==> src/rtl/core/cenc_pkg.sv <==
// shared types, constants and aes helper functions for the subsample decryptor
// used by every module under rtl/core
package cenc_pkg;

  localparam int BlockBytes = 16;
  localparam int QueueDepth = 4;
  localparam int PtrW = $clog2(QueueDepth);
  localparam int OffW = $clog2(BlockBytes) + 1;
  localparam int RoundW = 4;
  localparam logic [RoundW-1:0] LastRound = 4'd10;

  typedef enum logic [1:0] {
    OP_START = 2'd0,
    OP_DESC  = 2'd1,
    OP_DATA  = 2'd2
  } cenc_op_t;

  typedef enum logic {
    KIND_START = 1'b0,
    KIND_DATA  = 1'b1
  } cenc_kind_t;

  localparam logic REG_KEY_HIGH = 1'b0;
  localparam logic REG_KEY_LOW  = 1'b1;

  // one queued item from the front part
  typedef struct packed {
    cenc_kind_t   kind;
    logic [127:0] ctr;
    logic [7:0]   data;
    logic         dec;
    logic         last;
  } cenc_entry_t;

  // engine control from the back part
  typedef struct packed {
    logic launch;
    logic abort;
  } cenc_eng_ctl_t;

  localparam logic [7:0] SBOX [256] = '{
    8'h63,8'h7c,8'h77,8'h7b,8'hf2,8'h6b,8'h6f,8'hc5,8'h30,8'h01,8'h67,8'h2b,8'hfe,8'hd7,8'hab,8'h76,
    8'hca,8'h82,8'hc9,8'h7d,8'hfa,8'h59,8'h47,8'hf0,8'had,8'hd4,8'ha2,8'haf,8'h9c,8'ha4,8'h72,8'hc0,
    8'hb7,8'hfd,8'h93,8'h26,8'h36,8'h3f,8'hf7,8'hcc,8'h34,8'ha5,8'he5,8'hf1,8'h71,8'hd8,8'h31,8'h15,
    8'h04,8'hc7,8'h23,8'hc3,8'h18,8'h96,8'h05,8'h9a,8'h07,8'h12,8'h80,8'he2,8'heb,8'h27,8'hb2,8'h75,
    8'h09,8'h83,8'h2c,8'h1a,8'h1b,8'h6e,8'h5a,8'ha0,8'h52,8'h3b,8'hd6,8'hb3,8'h29,8'he3,8'h2f,8'h84,
    8'h53,8'hd1,8'h00,8'hed,8'h20,8'hfc,8'hb1,8'h5b,8'h6a,8'hcb,8'hbe,8'h39,8'h4a,8'h4c,8'h58,8'hcf,
    8'hd0,8'hef,8'haa,8'hfb,8'h43,8'h4d,8'h33,8'h85,8'h45,8'hf9,8'h02,8'h7f,8'h50,8'h3c,8'h9f,8'ha8,
    8'h51,8'ha3,8'h40,8'h8f,8'h92,8'h9d,8'h38,8'hf5,8'hbc,8'hb6,8'hda,8'h21,8'h10,8'hff,8'hf3,8'hd2,
    8'hcd,8'h0c,8'h13,8'hec,8'h5f,8'h97,8'h44,8'h17,8'hc4,8'ha7,8'h7e,8'h3d,8'h64,8'h5d,8'h19,8'h73,
    8'h60,8'h81,8'h4f,8'hdc,8'h22,8'h2a,8'h90,8'h88,8'h46,8'hee,8'hb8,8'h14,8'hde,8'h5e,8'h0b,8'hdb,
    8'he0,8'h32,8'h3a,8'h0a,8'h49,8'h06,8'h24,8'h5c,8'hc2,8'hd3,8'hac,8'h62,8'h91,8'h95,8'he4,8'h79,
    8'he7,8'hc8,8'h37,8'h6d,8'h8d,8'hd5,8'h4e,8'ha9,8'h6c,8'h56,8'hf4,8'hea,8'h65,8'h7a,8'hae,8'h08,
    8'hba,8'h78,8'h25,8'h2e,8'h1c,8'ha6,8'hb4,8'hc6,8'he8,8'hdd,8'h74,8'h1f,8'h4b,8'hbd,8'h8b,8'h8a,
    8'h70,8'h3e,8'hb5,8'h66,8'h48,8'h03,8'hf6,8'h0e,8'h61,8'h35,8'h57,8'hb9,8'h86,8'hc1,8'h1d,8'h9e,
    8'he1,8'hf8,8'h98,8'h11,8'h69,8'hd9,8'h8e,8'h94,8'h9b,8'h1e,8'h87,8'he9,8'hce,8'h55,8'h28,8'hdf,
    8'h8c,8'ha1,8'h89,8'h0d,8'hbf,8'he6,8'h42,8'h68,8'h41,8'h99,8'h2d,8'h0f,8'hb0,8'h54,8'hbb,8'h16
  };

  function automatic logic [7:0] rcon(input logic [RoundW-1:0] r);
    logic [7:0] v;
    case (r)
      4'd1:    v = 8'h01;
      4'd2:    v = 8'h02;
      4'd3:    v = 8'h04;
      4'd4:    v = 8'h08;
      4'd5:    v = 8'h10;
      4'd6:    v = 8'h20;
      4'd7:    v = 8'h40;
      4'd8:    v = 8'h80;
      4'd9:    v = 8'h1b;
      4'd10:   v = 8'h36;
      default: v = 8'h00;
    endcase
    return v;
  endfunction

  function automatic logic [7:0] xtime(input logic [7:0] a);
    return {a[6:0], 1'b0} ^ (a[7] ? 8'h1b : 8'h00);
  endfunction

  // byte 0 sits in the top bits, column-major state
  function automatic logic [127:0] sub_shift(input logic [127:0] s);
    logic [127:0] t;
    for (int c = 0; c < 4; c++) begin
      for (int j = 0; j < 4; j++) begin
        t[127 - 8 * (c * 4 + j) -: 8] = SBOX[s[127 - 8 * ((((c + j) & 3) * 4) + j) -: 8]];
      end
    end
    return t;
  endfunction

  function automatic logic [127:0] mix_columns(input logic [127:0] t);
    logic [127:0] s;
    logic [7:0] a0, a1, a2, a3;
    for (int c = 0; c < 4; c++) begin
      a0 = t[127 - 32 * c -: 8];
      a1 = t[119 - 32 * c -: 8];
      a2 = t[111 - 32 * c -: 8];
      a3 = t[103 - 32 * c -: 8];
      s[127 - 32 * c -: 8] = xtime(a0) ^ xtime(a1) ^ a1 ^ a2 ^ a3;
      s[119 - 32 * c -: 8] = a0 ^ xtime(a1) ^ xtime(a2) ^ a2 ^ a3;
      s[111 - 32 * c -: 8] = a0 ^ a1 ^ xtime(a2) ^ xtime(a3) ^ a3;
      s[103 - 32 * c -: 8] = xtime(a0) ^ a0 ^ a1 ^ a2 ^ xtime(a3);
    end
    return s;
  endfunction

  function automatic logic [127:0] key_step(input logic [127:0] rk, input logic [7:0] rc);
    logic [31:0] tmp, w0, w1, w2, w3;
    tmp = {SBOX[rk[23:16]] ^ rc, SBOX[rk[15:8]], SBOX[rk[7:0]], SBOX[rk[31:24]]};
    w0 = rk[127:96] ^ tmp;
    w1 = rk[95:64] ^ w0;
    w2 = rk[63:32] ^ w1;
    w3 = rk[31:0] ^ w2;
    return {w0, w1, w2, w3};
  endfunction

endpackage

==> src/rtl/core/cenc_queue.sv <==
// short fifo between the front and back parts
// depends on cenc_pkg
module cenc_queue (
  input  logic                  clk,
  input  logic                  rst,
  input  logic                  push,
  input  cenc_pkg::cenc_entry_t push_entry,
  output logic                  full,
  input  logic                  pop,
  output logic                  not_empty,
  output cenc_pkg::cenc_entry_t head
);

  cenc_pkg::cenc_entry_t slots [cenc_pkg::QueueDepth];
  logic [cenc_pkg::PtrW-1:0] wr_ptr, rd_ptr;
  logic [cenc_pkg::PtrW:0]   count;

  assign full      = (count == (cenc_pkg::PtrW + 1)'(cenc_pkg::QueueDepth));
  assign not_empty = (count != '0);
  assign head      = slots[rd_ptr];

  always_ff @(posedge clk) begin
    if (push) begin
      slots[wr_ptr] <= push_entry;
    end
  end

  always_ff @(posedge clk) begin
    if (rst) begin
      wr_ptr <= '0;
      rd_ptr <= '0;
      count  <= '0;
    end else begin
      if (push) begin
        wr_ptr <= wr_ptr + 1'b1;
      end
      if (pop) begin
        rd_ptr <= rd_ptr + 1'b1;
      end
      case ({push, pop})
        2'b10:   count <= count + 1'b1;
        2'b01:   count <= count - 1'b1;
        default: count <= count;
      endcase
    end
  end

endmodule

==> config.mk <==
export PLATFORM = sky130hd
export DESIGN_NAME = cenc_queue
export DESIGN_NICKNAME = d
export VERILOG_FILES = /design/src/rtl/core/cenc_pkg.sv /design/src/rtl/core/cenc_queue.sv
export SDC_FILE = /design/constraint.sdc
export NUM_CORES = 1
export LEC_CHECK = 0
export BUFFER_PORTS_ARGS = -buffer_cell sky130_fd_sc_hd__buf_4
export CORE_MARGIN = 1
export CORE_UTILIZATION = 33
export DETAILED_ROUTE_END_ITERATION = 6
export GPL_TIMING_DRIVEN = 0
export PLACE_DENSITY = 0.51
export SYNTH_ARGS = -nofsm -noshare
export SYNTH_HDL_FRONTEND = slang
export SYNTH_SLANG_ARGS = --single-unit
export TNS_END_PERCENT = 1
==> constraint.sdc <==
create_clock -name clk -period 7.3 [get_ports clk]
set_input_delay 1.095 -clock clk [delete_from_list [all_inputs] [get_ports clk]]
set_output_delay 1.095 -clock clk [all_outputs]
set_load 0.1 [all_outputs]
# Word-level counts from Yosys, hierarchy flattened

Memory sizes are Yosys's and may differ from the RTL's. A register that Yosys moved wholly into a read port is not among the register bits.
Index checks and enable logic that the tools add are counted.

Flip-flop bits (word level): 7
Bits in latches: 0
Bits in read-only memories: 0
Output and inout port bits: 141
Bits of input ports: 143
Word-level logic and storage cells: 18
Memories: 1
RAM bits: 556

Memory list:

| name  | words | width | read ports | clocked after memory_dff | write ports | RTL line         | source |
|---|---|---|---|---|---|---|---|
| slots | 4     | 139   | 1          | 1                        | 1           | cenc_queue.sv:14 | `cenc_pkg::cenc_entry_t slots [cenc_pkg::QueueDepth];` |

Divide/modulo/power cells: 0
Reductions and logical operators: 2
Shift operators: 0
Bitwise gates (word level): 0
$add $sub $neg: 4
Equality and inequality tests: 3
Multiplexer cells: 5
Magnitude comparators: 0
Multiply operators: 0

Operator list:

| kind                | number |
|---|---|
| $pmux 3 s2          | 1 |
| $add 2x1->2 const B | 2 |
| $mux 2              | 2 |
| $add 3x1->3 const B | 1 |
| $eq 3x3->1 const B  | 1 |
| $reduce_bool 3->1   | 1 |
| $sub 3x1->3 const B | 1 |
| $eq 2x1->1 const B  | 1 |
| $eq 2x2->1 const B  | 1 |
| $mux 1              | 2 |
| $reduce_bool 2->1   | 1 |

# Longest topological paths before layout

Word-level depth: 3
Depth in mapped cells: 7
Gate-level depth less buffers: 7

# Worst setup path before layout

Ideal clock, no wire load.

Kind: input-to-reg
From: in push
To: mem slots[0][0] (netlist bit) (enable)
Library setup time: 0.514 ns
Stages: 1
Required time: 6.786 ns
Data arrival time: 4.273 ns
Setup slack: 2.513 ns
Buffers on the path: 0
Path through: and2_1

Longest elaborated chain between the ends: 2

RTL lines:

| item                         | RTL line         | source |
|---|---|---|
| from (decl)                  | cenc_queue.sv:6  | `input logic push,` |
| $mux 1                       | cenc_queue.sv:23 | `if (push) begin` |
| $mux 1 (not written as such) | cenc_queue.sv:24 | `slots[wr_ptr] <= push_entry;` |
| to (decl)                    | cenc_queue.sv:14 |  |

No other way between the ends.

==> summary.md <==
| Metric | Value |
|---|---|
| Net Switching | `between 2 and 2.5 mW` |
| H-tree levels | `2` |
| Commonest non-fill, non-tap cell in the layout | `edfxtp_1` |
| Seq/Total Area, Yosys | `0.8230` |
| Leading area contributor after synthesis | `edfxtp_1` |
| Die H | `between 200 and 300 um` |
| Reg power frac | `0.454` |
| PD cells | `319.9 nW/um2` |
| Worst slew margin | `0.2650` |
| Area delta synth->final | `26.03%` |
| Synth Register Bits | `around 570` |
| Top-area cell type share of the netlist area | `0.8142` |
| Die area | `roughly 63000 um2` |
| Total congestion overflow | `0` |
| Core box area | `a little over 60000 um2` |
| Largest net degree at the start of global routing | `50` |
| Cts repair resizes | `0` |
| Die X | `251.3 um` |
| Final std cells w/o fill | `~2k` |
| Detail Route Antenna Nets | `0` |
| Max Slew Vio Count | `0` |
| Post-synth EDFFs | `around 560` |
| Worst skew pair latency | `0.60 ns` |
| Sw frac | `0.2975` |
| RePlAce Congestion | `about 0.67` |
| Multi-input combinational cell area | `3369 um2` |
| Mapped cell area | `about 20000 um2` |
| Crit path kind | `reg -> out` |
| Fmax | `0.2488 GHz` |
| First-pass iteration count of the detailed router | `4` |
| Req. time, crit path | `between 6 and 7 ns` |
| Hold depth | `2` |
| Hold Path Sink | `count[2]` |
| Per-cell routed wire length | `around 22 um` |
| Distinct cells, synth | `21` |
| Gate power share | `0.200` |
| Clock slew at reported path FFs | `roughly 0.060 ns` |
| Final WL | `43350 um` |
| Final Power | `approximately 8.3 mW` |
| Placement Rows | `91` |
| Final hold vios | `0` |
| # port buffers | `between 200 and 300` |
| CTS Buf Count | `60` |
| Hpwl dp | `26450 um` |
| Most frequent cells in the layout | `edfxtp_1, buf_4, mux4_2, clkbuf_16, clkbuf_1` |
| Synth warn | `0` |
| Fraction of layout cells with a size suffix above 1 | `0.4646` |
| Setup-failing EPs final | `0` |
| Initial antenna violation count | `2` |
| Crit Path Max Fanout | `10` |
| Synth Net Count | `approximately 920` |
| RSZ-0062 raised after global routing | `no` |
| CTS Root Cell | `clkbuf_16` |
| Initial Util | `0.3329` |
| Reg-to-Reg End | `slots[1][109]` |
| R2R cell count | `4` |
| Synth async-reset ratio | `0` |
| Least-Margin Pin Slew | `~1.1 ns` |
| # DRC | `0` |
| Status | `finished clean` |
| Hold wc startpoint | `count[2]` |
| Vias in the first global route | `roughly 10k` |
| Top_reg_cell synth | `edfxtp_1` |
| CTS hold repair buffers | `0` |
| DR iter-0 viols | `just over 500` |
| Hold Path Class | `reg -> reg` |
| CTS max path bufs | `3` |
| Crit path DAT | `between 2 and 3 ns` |
| Placed insts | `1904` |
| Post-CTS Setup Inserts | `0` |
| Total of max-cap violations | `0` |
| Post-synthesis cell count | `773` |
| Antenna fix cells | `0` |
| Worst Setup Start Kind | `flip-flop` |
| Reg-to-reg setup timing slack | `5.26 ns` |
| CTS tree | `yes` |
| Via density | `4.602` |
| Minimum clock period | `~4 ns` |
| First-pass GRT wire length | `roughly 64000 um` |
| Area contributors post-synth | `edfxtp_1, mux4_2, dfxtp_1, buf_6, ha_1` |
| Post-Syn Area per Cell | `~27 um2` |
| Total number of vias | `9250` |
| Clock power frac | `0.346` |
| IO Pins | `284` |
| RR Startpoint | `wr_ptr[0]` |
| Final net count | `1278` |
| Crit. End Element | `output port` |
| Total global-route track usage | `0.1378` |
| Fin crit share | `0.5506` |
| Clk sinks | `565` |
| Pint | `5.809 mW` |
| Leakage | `approximately 8.6 nW` |
| FF+latch area | `~17000 um2` |
| # fillers | `around 5.4k` |
| Worst Skew | `0.01989 ns` |
| Maximum vdd drop | `around 0.22 mV` |
state kept, by name (all words and copies together) (netlist names), named ones only:
register  flops
rd_ptr        2
slots       556
wr_ptr        2
count         3
kinds of logic (layout without fill, tap and decap cells):
group / count (synthesis) / after routing / share of synthesized area
buf+inv: 38 / 438 / 0.01318
compound gates: 3 / 3 / 0.0007320
xor+xnor: 5 / 5 / 0.002136
flops: 565 / 565 / 0.8230
simple gates: 16 / 16 / 0.003783
fa+ha+maj: 6 / 6 / 0.004027
mux: 140 / 140 / 0.1532
power by group through the flow:
stage / Sequential, mW / Combinational, mW / Clock [mW]
detailed placement: 3.83 / 1.68 / 0
finish: 3.76 / 1.65 / 2.86
global route: 3.77 / 1.72 / 3.07
global placement: 3.87 / 1.65 / 0
CTS: 3.76 / 1.68 / 2.97
floorplan: 3.84 / 1.25 / 0
cell type report:
class	instances	area share
sequential	565	0.6530
multi-input combinational	170	0.1304
buffer	32	0.009586
inverter	6	0.0008715
clock inverter	29	0.009538
clock buffer	77	0.06139
tap	837	0.04052
timing repair buffer	294	0.09470
stage by stage:
stage	hold slack, ns	instance area, um2	setup TNS (ns)	setup slack (ns)	utilization
2_1_floorplan	0.4619	20510	0	2.513	-
3_3_place_gp	0.5061	23670	-484.43	-0.9301	0.3843
3_5_place_dp	0.4904	24010	0	3.801	0.3898
6_report	0.5026	25840	0	3.280	0.4196
5_1_grt	0.5364	25840	0	3.106	0.4196
4_1_cts	0.5007	25840	0	3.107	0.4196
worst max-delay path by stage:
| stage | depth (start not counted) | end | start | slack [ns] |
|---|---|---|---|---|
| after floorplan | 1 | slots[0][0] | push | 2.51 |
| after global routing | 4 | head[42] | flip-flop | 3.11 |
| final | 4 | head[92] | flip-flop | 3.28 |
| after CTS | 4 | head[48] | flip-flop | 3.11 |
| after global placement | 2 | slots[1][27] | push | -0.93 |
| after detailed placement | 4 | head[48] | flip-flop | 3.80 |
Yosys cell counts, drive strengths merged, types with 2 or more instances:
library cell  number
clkbuf             2
edfxtp           556
a21oi              2
dfxtp              9
buf               30
nor2               8
or3                2
mux4             139
and2               4
xnor2              2
xor2               3
inv                6
ha                 5
layer usage:
| layer | global-route usage | wire, um | up-vias |
|---|---|---|---|
| met4 | 0.03763 | 875 | 2 |
| met2 | 0.2227 | 20930 | 235 |
| met3 | 0.04597 | 3240 | 72 |
| li1 | - | - | 4063 |
| met5 | 0.002317 | 13 | - |
| met1 | 0.1774 | 18290 | 4878 |
critical path: stages, from the launching register on:
cell and delay, ns:
dfxtp_1 0.38, clkbuf_1 0.84, buf_2 0.45, mux4_2 0.39
buf_4 0.26
(Power assumes the default switching activity.)
