**src/rtl/core/cenc_pkg.sv**
```systemverilog
// shared types, constants and aes helper functions for the subsample decryptor
// used by every module under rtl/core
package cenc_pkg;

  localparam int BlockBytes = 16;
  localparam int QueueDepth = 4;
  localparam int PtrW = $clog2(QueueDepth);
  localparam int OffW = $clog2(BlockBytes) + 1;
  localparam int RoundW = 4;
  localparam logic [RoundW-1:0] LastRound = 4'd10;

  typedef enum logic [1:0] {
    OP_START = 2'd0,
    OP_DESC  = 2'd1,
    OP_DATA  = 2'd2
  } cenc_op_t;

  typedef enum logic {
    KIND_START = 1'b0,
    KIND_DATA  = 1'b1
  } cenc_kind_t;

  localparam logic REG_KEY_HIGH = 1'b0;
  localparam logic REG_KEY_LOW  = 1'b1;

  // one queued item from the front part
  typedef struct packed {
    cenc_kind_t   kind;
    logic [127:0] ctr;
    logic [7:0]   data;
    logic         dec;
    logic         last;
  } cenc_entry_t;

  // engine control from the back part
  typedef struct packed {
    logic launch;
    logic abort;
  } cenc_eng_ctl_t;

  localparam logic [7:0] SBOX [256] = '{
    8'h63,8'h7c,8'h77,8'h7b,8'hf2,8'h6b,8'h6f,8'hc5,8'h30,8'h01,8'h67,8'h2b,8'hfe,8'hd7,8'hab,8'h76,
    8'hca,8'h82,8'hc9,8'h7d,8'hfa,8'h59,8'h47,8'hf0,8'had,8'hd4,8'ha2,8'haf,8'h9c,8'ha4,8'h72,8'hc0,
    8'hb7,8'hfd,8'h93,8'h26,8'h36,8'h3f,8'hf7,8'hcc,8'h34,8'ha5,8'he5,8'hf1,8'h71,8'hd8,8'h31,8'h15,
    8'h04,8'hc7,8'h23,8'hc3,8'h18,8'h96,8'h05,8'h9a,8'h07,8'h12,8'h80,8'he2,8'heb,8'h27,8'hb2,8'h75,
    8'h09,8'h83,8'h2c,8'h1a,8'h1b,8'h6e,8'h5a,8'ha0,8'h52,8'h3b,8'hd6,8'hb3,8'h29,8'he3,8'h2f,8'h84,
    8'h53,8'hd1,8'h00,8'hed,8'h20,8'hfc,8'hb1,8'h5b,8'h6a,8'hcb,8'hbe,8'h39,8'h4a,8'h4c,8'h58,8'hcf,
    8'hd0,8'hef,8'haa,8'hfb,8'h43,8'h4d,8'h33,8'h85,8'h45,8'hf9,8'h02,8'h7f,8'h50,8'h3c,8'h9f,8'ha8,
    8'h51,8'ha3,8'h40,8'h8f,8'h92,8'h9d,8'h38,8'hf5,8'hbc,8'hb6,8'hda,8'h21,8'h10,8'hff,8'hf3,8'hd2,
    8'hcd,8'h0c,8'h13,8'hec,8'h5f,8'h97,8'h44,8'h17,8'hc4,8'ha7,8'h7e,8'h3d,8'h64,8'h5d,8'h19,8'h73,
    8'h60,8'h81,8'h4f,8'hdc,8'h22,8'h2a,8'h90,8'h88,8'h46,8'hee,8'hb8,8'h14,8'hde,8'h5e,8'h0b,8'hdb,
    8'he0,8'h32,8'h3a,8'h0a,8'h49,8'h06,8'h24,8'h5c,8'hc2,8'hd3,8'hac,8'h62,8'h91,8'h95,8'he4,8'h79,
    8'he7,8'hc8,8'h37,8'h6d,8'h8d,8'hd5,8'h4e,8'ha9,8'h6c,8'h56,8'hf4,8'hea,8'h65,8'h7a,8'hae,8'h08,
    8'hba,8'h78,8'h25,8'h2e,8'h1c,8'ha6,8'hb4,8'hc6,8'he8,8'hdd,8'h74,8'h1f,8'h4b,8'hbd,8'h8b,8'h8a,
    8'h70,8'h3e,8'hb5,8'h66,8'h48,8'h03,8'hf6,8'h0e,8'h61,8'h35,8'h57,8'hb9,8'h86,8'hc1,8'h1d,8'h9e,
    8'he1,8'hf8,8'h98,8'h11,8'h69,8'hd9,8'h8e,8'h94,8'h9b,8'h1e,8'h87,8'he9,8'hce,8'h55,8'h28,8'hdf,
    8'h8c,8'ha1,8'h89,8'h0d,8'hbf,8'he6,8'h42,8'h68,8'h41,8'h99,8'h2d,8'h0f,8'hb0,8'h54,8'hbb,8'h16
  };

  function automatic logic [7:0] rcon(input logic [RoundW-1:0] r);
    logic [7:0] v;
    case (r)
      4'd1:    v = 8'h01;
      4'd2:    v = 8'h02;
      4'd3:    v = 8'h04;
      4'd4:    v = 8'h08;
      4'd5:    v = 8'h10;
      4'd6:    v = 8'h20;
      4'd7:    v = 8'h40;
      4'd8:    v = 8'h80;
      4'd9:    v = 8'h1b;
      4'd10:   v = 8'h36;
      default: v = 8'h00;
    endcase
    return v;
  endfunction

  function automatic logic [7:0] xtime(input logic [7:0] a);
    return {a[6:0], 1'b0} ^ (a[7] ? 8'h1b : 8'h00);
  endfunction

  // byte 0 sits in the top bits, column-major state
  function automatic logic [127:0] sub_shift(input logic [127:0] s);
    logic [127:0] t;
    for (int c = 0; c < 4; c++) begin
      for (int j = 0; j < 4; j++) begin
        t[127 - 8 * (c * 4 + j) -: 8] = SBOX[s[127 - 8 * ((((c + j) & 3) * 4) + j) -: 8]];
      end
    end
    return t;
  endfunction

  function automatic logic [127:0] mix_columns(input logic [127:0] t);
    logic [127:0] s;
    logic [7:0] a0, a1, a2, a3;
    for (int c = 0; c < 4; c++) begin
      a0 = t[127 - 32 * c -: 8];
      a1 = t[119 - 32 * c -: 8];
      a2 = t[111 - 32 * c -: 8];
      a3 = t[103 - 32 * c -: 8];
      s[127 - 32 * c -: 8] = xtime(a0) ^ xtime(a1) ^ a1 ^ a2 ^ a3;
      s[119 - 32 * c -: 8] = a0 ^ xtime(a1) ^ xtime(a2) ^ a2 ^ a3;
      s[111 - 32 * c -: 8] = a0 ^ a1 ^ xtime(a2) ^ xtime(a3) ^ a3;
      s[103 - 32 * c -: 8] = xtime(a0) ^ a0 ^ a1 ^ a2 ^ xtime(a3);
    end
    return s;
  endfunction

  function automatic logic [127:0] key_step(input logic [127:0] rk, input logic [7:0] rc);
    logic [31:0] tmp, w0, w1, w2, w3;
    tmp = {SBOX[rk[23:16]] ^ rc, SBOX[rk[15:8]], SBOX[rk[7:0]], SBOX[rk[31:24]]};
    w0 = rk[127:96] ^ tmp;
    w1 = rk[95:64] ^ w0;
    w2 = rk[63:32] ^ w1;
    w3 = rk[31:0] ^ w2;
    return {w0, w1, w2, w3};
  endfunction

endpackage

```
**src/rtl/core/cenc_front.sv**
```systemverilog
// front part: accepts items, tracks subsample counts, tags each data byte
// depends on cenc_pkg
module cenc_front (
  input  logic                  clk,
  input  logic                  rst,
  input  logic                  in_valid,
  output logic                  in_ready,
  input  logic [1:0]            op,
  input  logic [63:0]           iv_high,
  input  logic [63:0]           iv_low,
  input  logic                  iv_short,
  input  logic [15:0]           clear_count,
  input  logic [31:0]           encrypted_count,
  input  logic [7:0]            data_in,
  input  logic                  last_in,
  input  logic                  q_full,
  output logic                  push,
  output cenc_pkg::cenc_entry_t push_entry
);

  logic [15:0] clear_left, clear_left_next;
  logic [31:0] encrypted_left, encrypted_left_next;
  logic        desc_done, desc_done_next;
  logic        accept;
  logic        used_up;

  assign in_ready = !q_full;
  assign accept   = in_valid && in_ready;
  assign used_up  = desc_done || (clear_left == 16'd0 && encrypted_left == 32'd0);

  always_comb begin
    clear_left_next     = clear_left;
    encrypted_left_next = encrypted_left;
    desc_done_next      = desc_done;
    push                = 1'b0;
    push_entry.kind     = cenc_pkg::KIND_DATA;
    push_entry.ctr      = {iv_high, iv_short ? 64'd0 : iv_low};
    push_entry.data     = data_in;
    push_entry.dec      = 1'b1;
    push_entry.last     = last_in;
    if (accept) begin
      case (op)
        cenc_pkg::OP_START: begin
          clear_left_next     = '0;
          encrypted_left_next = '0;
          desc_done_next      = 1'b1;
          push                = 1'b1;
          push_entry.kind     = cenc_pkg::KIND_START;
        end
        cenc_pkg::OP_DESC: begin
          clear_left_next     = clear_count;
          encrypted_left_next = encrypted_count;
          desc_done_next      = 1'b0;
        end
        cenc_pkg::OP_DATA: begin
          push = 1'b1;
          if (used_up) begin
            desc_done_next = 1'b1;
          end else if (clear_left != 16'd0) begin
            clear_left_next = clear_left - 16'd1;
            push_entry.dec  = 1'b0;
          end else begin
            encrypted_left_next = encrypted_left - 32'd1;
          end
        end
        default: begin
        end
      endcase
    end
  end

  always_ff @(posedge clk) begin
    if (rst) begin
      clear_left     <= '0;
      encrypted_left <= '0;
      desc_done      <= 1'b1;
    end else begin
      clear_left     <= clear_left_next;
      encrypted_left <= encrypted_left_next;
      desc_done      <= desc_done_next;
    end
  end

endmodule

```
**config.mk**
```make
export PLATFORM = sky130hd
export DESIGN_NAME = cenc_front
export DESIGN_NICKNAME = d
export VERILOG_FILES = /design/src/rtl/core/cenc_pkg.sv /design/src/rtl/core/cenc_front.sv
export SDC_FILE = /design/constraint.sdc
export NUM_CORES = 1
export LEC_CHECK = 0
export BUFFER_PORTS_ARGS = -buffer_cell sky130_fd_sc_hd__buf_2
export CAP_MARGIN = 10
export CELL_PAD_IN_SITES_DETAIL_PLACEMENT = 1
export CELL_PAD_IN_SITES_GLOBAL_PLACEMENT = 2
export CORE_UTILIZATION = 21
export DETAILED_ROUTE_END_ITERATION = 10
export GPL_TIMING_DRIVEN = 0
export PLACE_DENSITY_LB_ADDON = 0.05
export SLEW_MARGIN = 25
export SYNTH_ARGS = -nofsm -noshare
export SYNTH_HDL_FRONTEND = slang
export SYNTH_SLANG_ARGS = --single-unit
```
**constraint.sdc**
```tcl
create_clock -name clk -period 7.5 [get_ports clk]
set_input_delay 0.375 -clock clk [delete_from_list [all_inputs] [get_ports clk]]
set_output_delay 0.375 -clock clk [all_outputs]
set_load 0.05 [all_outputs]
```
# After elaboration in Yosys (flattened, before gate mapping)
# Cells that the tools add are included.
# word_totals
reg_bits	49
inputBits	192
output_inout_bits	141
word_cells	41
# op_classes
n_addsub	2
n_eq_ne	6
mux	17
n_reduce_logical	13
# op_table
operator	n
32-bit one-hot mux with 3 select lines	1
32-bit two-way mux	2
64-bit two-way mux	1
16-bit one-hot mux with 3 select lines	1
32-bit zero test	1
16-bit two-way mux	2
32-bit by 1-bit subtractor with 32-bit output, second input constant	1
16-bit zero test	1
16-bit nonzero test	1
16-bit by 1-bit subtractor with 16-bit output, second input constant	1
1-bit two-way mux	9
2-bit inequality test, second input constant	4
4-bit AND reduction	2
1-bit one-hot mux with 3 select lines	1
3-bit AND reduction	1
3-bit nonzero test	1
2-bit by 1-bit == test with 1-bit output, second input constant	1
2-bit == test, second input constant	1
1-bit logical AND	2
2-bit zero test	1
2-bit OR reduction	1
1-bit zero test	1
1-bit logical OR	1

# Depth between registers and ports, before layout
# logic_depth
depth_word	6
depth_mapped	10
depth_no_buf	8

# Least setup slack after synthesis
# Ideal clock, no wire load.
# synth_timing
kind	register to register
from	reg encrypted_left[0]
to	reg encrypted_left[16]
setup_time_ps	141
t_arrival_ps	2320
required_time_ps	7359
path_slack_ps	5040
stages_incl_launch_ff	10
path_buffers	1
synth_period_minus_slack_ps	2460
path_cell_list	dfxtp_1 -> inv_1 -> ha_1 -> nor3b_1 -> nand3_2 -> or4_4 -> a21o_2 -> buf_4 -> nor2_1 -> nor3_2
# synth_via
elab_chain_cells	5
elab_cells_between_ends	9
cone_classes	1 x add/sub; 1 x eq/ne; 3 x mux; 4 x reduce/logical
# synth_lines
item	line_no	text
from (decl)	cenc_front.sv:22	logic [31:0] encrypted_left, encrypted_left_next;
from (signal assigned)	cenc_front.sv:79	encrypted_left <= encrypted_left_next;
branches (longest 5 deep; another with 32-bit by 1-bit subtractor with 32-bit output)	n/a	
# Parallel ways; which one is timed is not known. The select of a mux whose other input is x is not followed.
# A chain may end at the register's enable or synchronous reset.

# Final worst setup path
# layout_timing
from	reg encrypted_left[0]
to	reg encrypted_left[19]
# The elaborated chain is that of the path after synthesis.

==> impl.org <==
** Final layout
- Sequential cell area :: 981 µm²
- Final antenna diode count :: 0
- Layout filler cell count :: 2,578
- Area occupied by multi-input gates :: 0.00260 mm²
- Relative to the synthesized area, the layout overhead comes to 41.7%.
- At the end of the flow the core is filled with cells to 30.3%.
- At the end of the flow, the number of nets in the layout was 1,047.
- Final instance area :: 0.00614 mm²
- Ratio of cells with drive above 1 in the final layout :: 44.8%

** Synth
- The synthesized netlist devotes 18.2% of its cell area to compound gates.
- Mean cell area of the mapped netlist :: 7.42 µm²
- Xor/xnor share of the synthesized area :: 5.66%
- Share of synthesized area spent on multiplexers :: 0%
- Netlist area before placement :: 0.00433 mm²
- Simple logic cell fraction of the synthesized area :: 34.4%
- Portion of the post-synthesis area used by sequential elements :: 22.6%
- After Yosys synthesis, full adders, half adders and majority gates account for 1.73% of the synthesized area.
- The Yosys step of the flow raised 0 warnings.
- Counting flops and latches in the post-synthesis netlist gives 49.
- Post-synth net total :: 782
- Distinct cells, synth :: 50
- Number of cells produced by synthesis :: 584
- By area, the combinational part of the netlist is dominated by simple AND/OR/NAND/NOR gates.

** Routing
- For this run, design rule violations remaining after detail routing come to 0.
- In the routed layout, each cell is associated on average with a via count of 4.54.
- Average wire per standard cell :: 17.0 µm
- Vias after detailed routing :: 5,081
- DR pass1 iterations :: 4
- For this block, the initial DRC count from the detailed router was 163.
- Aggregate routed wire length :: 19.0 mm
- The count of nets left with antenna violations once routing finished came out at 0.

** Power
- Pwr per Cell Area :: 167 mW/mm²
- The analysis attributes to cell leakage a power of 2.99 nW.
- The worst-case IR drop observed on VDD is 84.3 µV.

** Clocking
- Source-to-sink clock delay at the later pin of the worst-skew pair :: 0.31 ns
- TritonCTS clock tree :: yes
- Post-CTS sizing :: 0
- Number of sinks driven by the clock tree :: 49
- CTS buffer count :: 5
- Clock-pin slew was measured on the worst setup and hold paths at 0.08 ns.
- Buffers inserted to repair hold after CTS numbered 0.
- Deepest level of the CTS H-tree :: 2
- The tree is rooted in a clkbuf_16.
- Longest Clk Path Bufs :: 2
- Post-CTS timing repair inserted 0 buffers for setup.

** STA
- The worst path uses 41.1% of the clock period.
- The max-slew violation count was 0.
- Setup violations, final :: 0
- The final hold violation count was 0.
- Min Hold Slack :: 0.348 ns
- Between clock sinks in the finished design, the worst skew comes to 0.0142 ns.
- Total negative slack :: 0 ns
- Maximum clock rate :: 325 MHz
- Setup repair after global routing left no endpoint under its margin.
- Post-layout minimum cycle time :: 3.08 ns
- In this run the tightest slew margin relative to its limit is 40.5%.
- For the pin with the worst max-slew slack, the measured transition is 0.892 ns.
- Post-layout worst setup margin :: 4.42 ns

** Critical path
- Counting buffers and inverters, the worst setup path is 9 cells deep.
- Along the worst path, the maximum fanout reaches 10.
- Crit path required time :: 7.67 ns
- The signal on the critical path passes through inv_1, ha_1, nor3b_1, nand3_2, or4_4, a21o_2, buf_2, nor2_1, nor3_2.
- The worst setup path is launched from a flip-flop.
- The startpoint identified for the worst register-to-register timing path is encrypted_left[0].
- In this run the critical register-to-register path is captured at encrypted_left[19].
- Nature of the critical path endpoint :: flip-flop
- Longest individual stage delay on the worst path :: 0.66 ns
- On the critical path the largest part of the delay comes from simple AND/OR/NAND/NOR gates.
- Highest-delay cell along the critical path :: nor3b_1
- Worst r2r path cells :: 9
- The critical path is of the flip-flop to flip-flop type.
- The critical path contains buffers and inverters numbering 2 combined.
- Arrival time of the worst setup path :: 3.25 ns
- The worst register-to-register path has a setup slack of 4.42 ns.

** Die
- For this design the top-level I/O count stands at 333.
- Once the floorplan was initialized, standard cells occupied 21.4% of the core.
- Die Width :: 146 µm
- The die covers 0.0212 mm².
- The core region is 0.0202 mm².
- Vertical die dimension :: 146 µm
- Row Count :: 52

** Global route
- Entering global routing, the biggest net connects 16 pins.
- Antenna violations before repair :: 0
- Vias in the first global route :: 5,251
- First-pass GRT wire length :: 29.5 mm
- Across every metal layer, demand over resource in global routing totals 17.8%.
- Global routing finished with a remaining overflow of 0.

** Worst hold path
- Worst-case hold path end point :: encrypted_left[16]
- The worst hold path was traced through 3 stages.
- Hold Crit Start :: encrypted_count[16]
- The min-delay analysis places its worst path in the category input pin to flip-flop.

** Run status
- Result of the run :: completed

** Placed design
- Post-detailed-placement half-perimeter wirelength :: 15.6 mm
- After detailed placement, the total cell area comes to 0.00596 mm².
- The congestion estimate from routability-driven global placement came to 0.913.
- PortBufs :: 258
- Setup slack at placement :: 4.35 ns

** Job
- The tool flagged a number of max-cap violations equal to 0.
## synth_stat cells (all sizes together)
library cell	n	share of area, %
a21o	3	0.55
a21oi	47	5.9
a221oi	15	4.3
a22o	6	1.2
a22oi	2	0.35
a31oi	1	0.14
a32o	4	0.92
and2	3	0.43
and3	3	0.43
and3b	1	0.20
buf	86	14
clkbuf	23	2.0
dfxtp	49	23
ha	6	1.7
inv	10	0.87
nand2	52	4.5
nand2b	4	0.75
nand3	29	3.5
nand3b	4	0.69
nand4	1	0.14
nor2	41	3.6
nor2b	66	9.6
nor3	34	5.2
nor3b	2	0.35
nor4	13	2.2
nor4bb	2	0.46
o21ai	30	3.6
o21bai	1	0.17
o31ai	4	0.69
o41ai	2	0.40
or3	4	0.58
or4	6	1.4
or4b	2	0.46
xnor2	8	1.6
xor2	20	4.0
## registers in the layout, indices dropped and copies added (netlist names)
register / count
encrypted_left: 32
desc_done: 1
clear_left: 16
## final cells by class
type,count,area share (%)
Buffer,109,11.6
Clock buffer,6,2.26
Clock inverter,2,0.611
Inverter,10,0.611
Multi-Input combinational cell,416,42.4
Sequential cell,49,16.0
Tap cell,270,5.50
Timing Repair Buffer,258,21.0
## worst max path at each step
stage                       from            endpoint
3_5_place_dp   encrypted_left[0]  encrypted_left[19]
6_report       encrypted_left[0]  encrypted_left[19]
2_1_floorplan  encrypted_left[0]  encrypted_left[16]
4_1_cts        encrypted_left[0]  encrypted_left[22]
5_1_grt        encrypted_left[0]  encrypted_left[23]
3_3_place_gp   encrypted_left[0]  encrypted_left[19]
## through the flow
stage	power, mW	instances
2_1_floorplan	0.623	584
3_3_place_gp	0.746	1112
3_5_place_dp	0.750	1112
4_1_cts	1.03	1120
5_1_grt	1.07	1120
6_report	1.02	1120
## cells by family (layout without fill, tap and decap cells)
| kind of cell | after synthesis | in the layout |
|---|---|---|
| flip-flops | 49 | 49 |
| AND/OR/NAND/NOR | 267 | 267 |
| adder cells (fa/ha/maj) | 6 | 6 |
| AO/OA/AOI/OAI | 115 | 115 |
| buffers and inverters | 119 | 385 |
| XOR/XNOR | 28 | 28 |
## worst reg2reg max path, delay by kind of cell (launching register included)
| family | cells | cell delay [ns] |
|---|---|---|
| AO/OA/AOI/OAI | 1 | 0.29 |
| adder cells (fa/ha/maj) | 1 | 0.17 |
| buffers and inverters | 2 | 0.28 |
| flip-flops | 1 | 0.35 |
| AND/OR/NAND/NOR | 5 | 1.86 |
## cells in the final DEF (no fill, tap or decap), types with 2 or more instances in the layout
cell       instances
buf_1              6
or3_1              4
nand2b_1           3
and2_1             3
a22o_1             6
nor4_1            12
nand2_1           52
nor2_1            41
or4_1              2
nor4bb_1           2
clkbuf_16          5
nand3_1           28
nor3b_1            2
dfxtp_1           49
a21oi_2            2
ha_1               6
a32o_1             4
or4_4              4
nor3_1            23
a221oi_2           9
inv_1             10
o21ai_0           24
clkbuf_1          23
nand3b_1           4
o41ai_1            2
nor2b_1           65
xnor2_1            8
or4b_2             2
buf_4             77
a21oi_1           44
and3_1             3
nor3_2            11
o31ai_1            4
xor2_1            20
a21o_1             2
a22oi_1            2
a221oi_1           6
buf_6              2
o21ai_1            5
buf_2            259
## power breakdown
group	leakage (nW)	switching, mW	internal (mW)
clock	0.0831	0.116	0.167
combinational	2.51	0.309	0.153
sequential	0.397	0.0106	0.269
## layer usage
layer | GRT usage, % | vias up | share of wire (%)
li1 | - | 2477 | -
met1 | 21.3 | 2401 | 43
met2 | 33.4 | 193 | 51
met3 | 2.76 | 10 | 4.6
met4 | 3.42 | 0 | 1.1
met5 | 0 | - | 0
(Power assumes the default switching activity.)
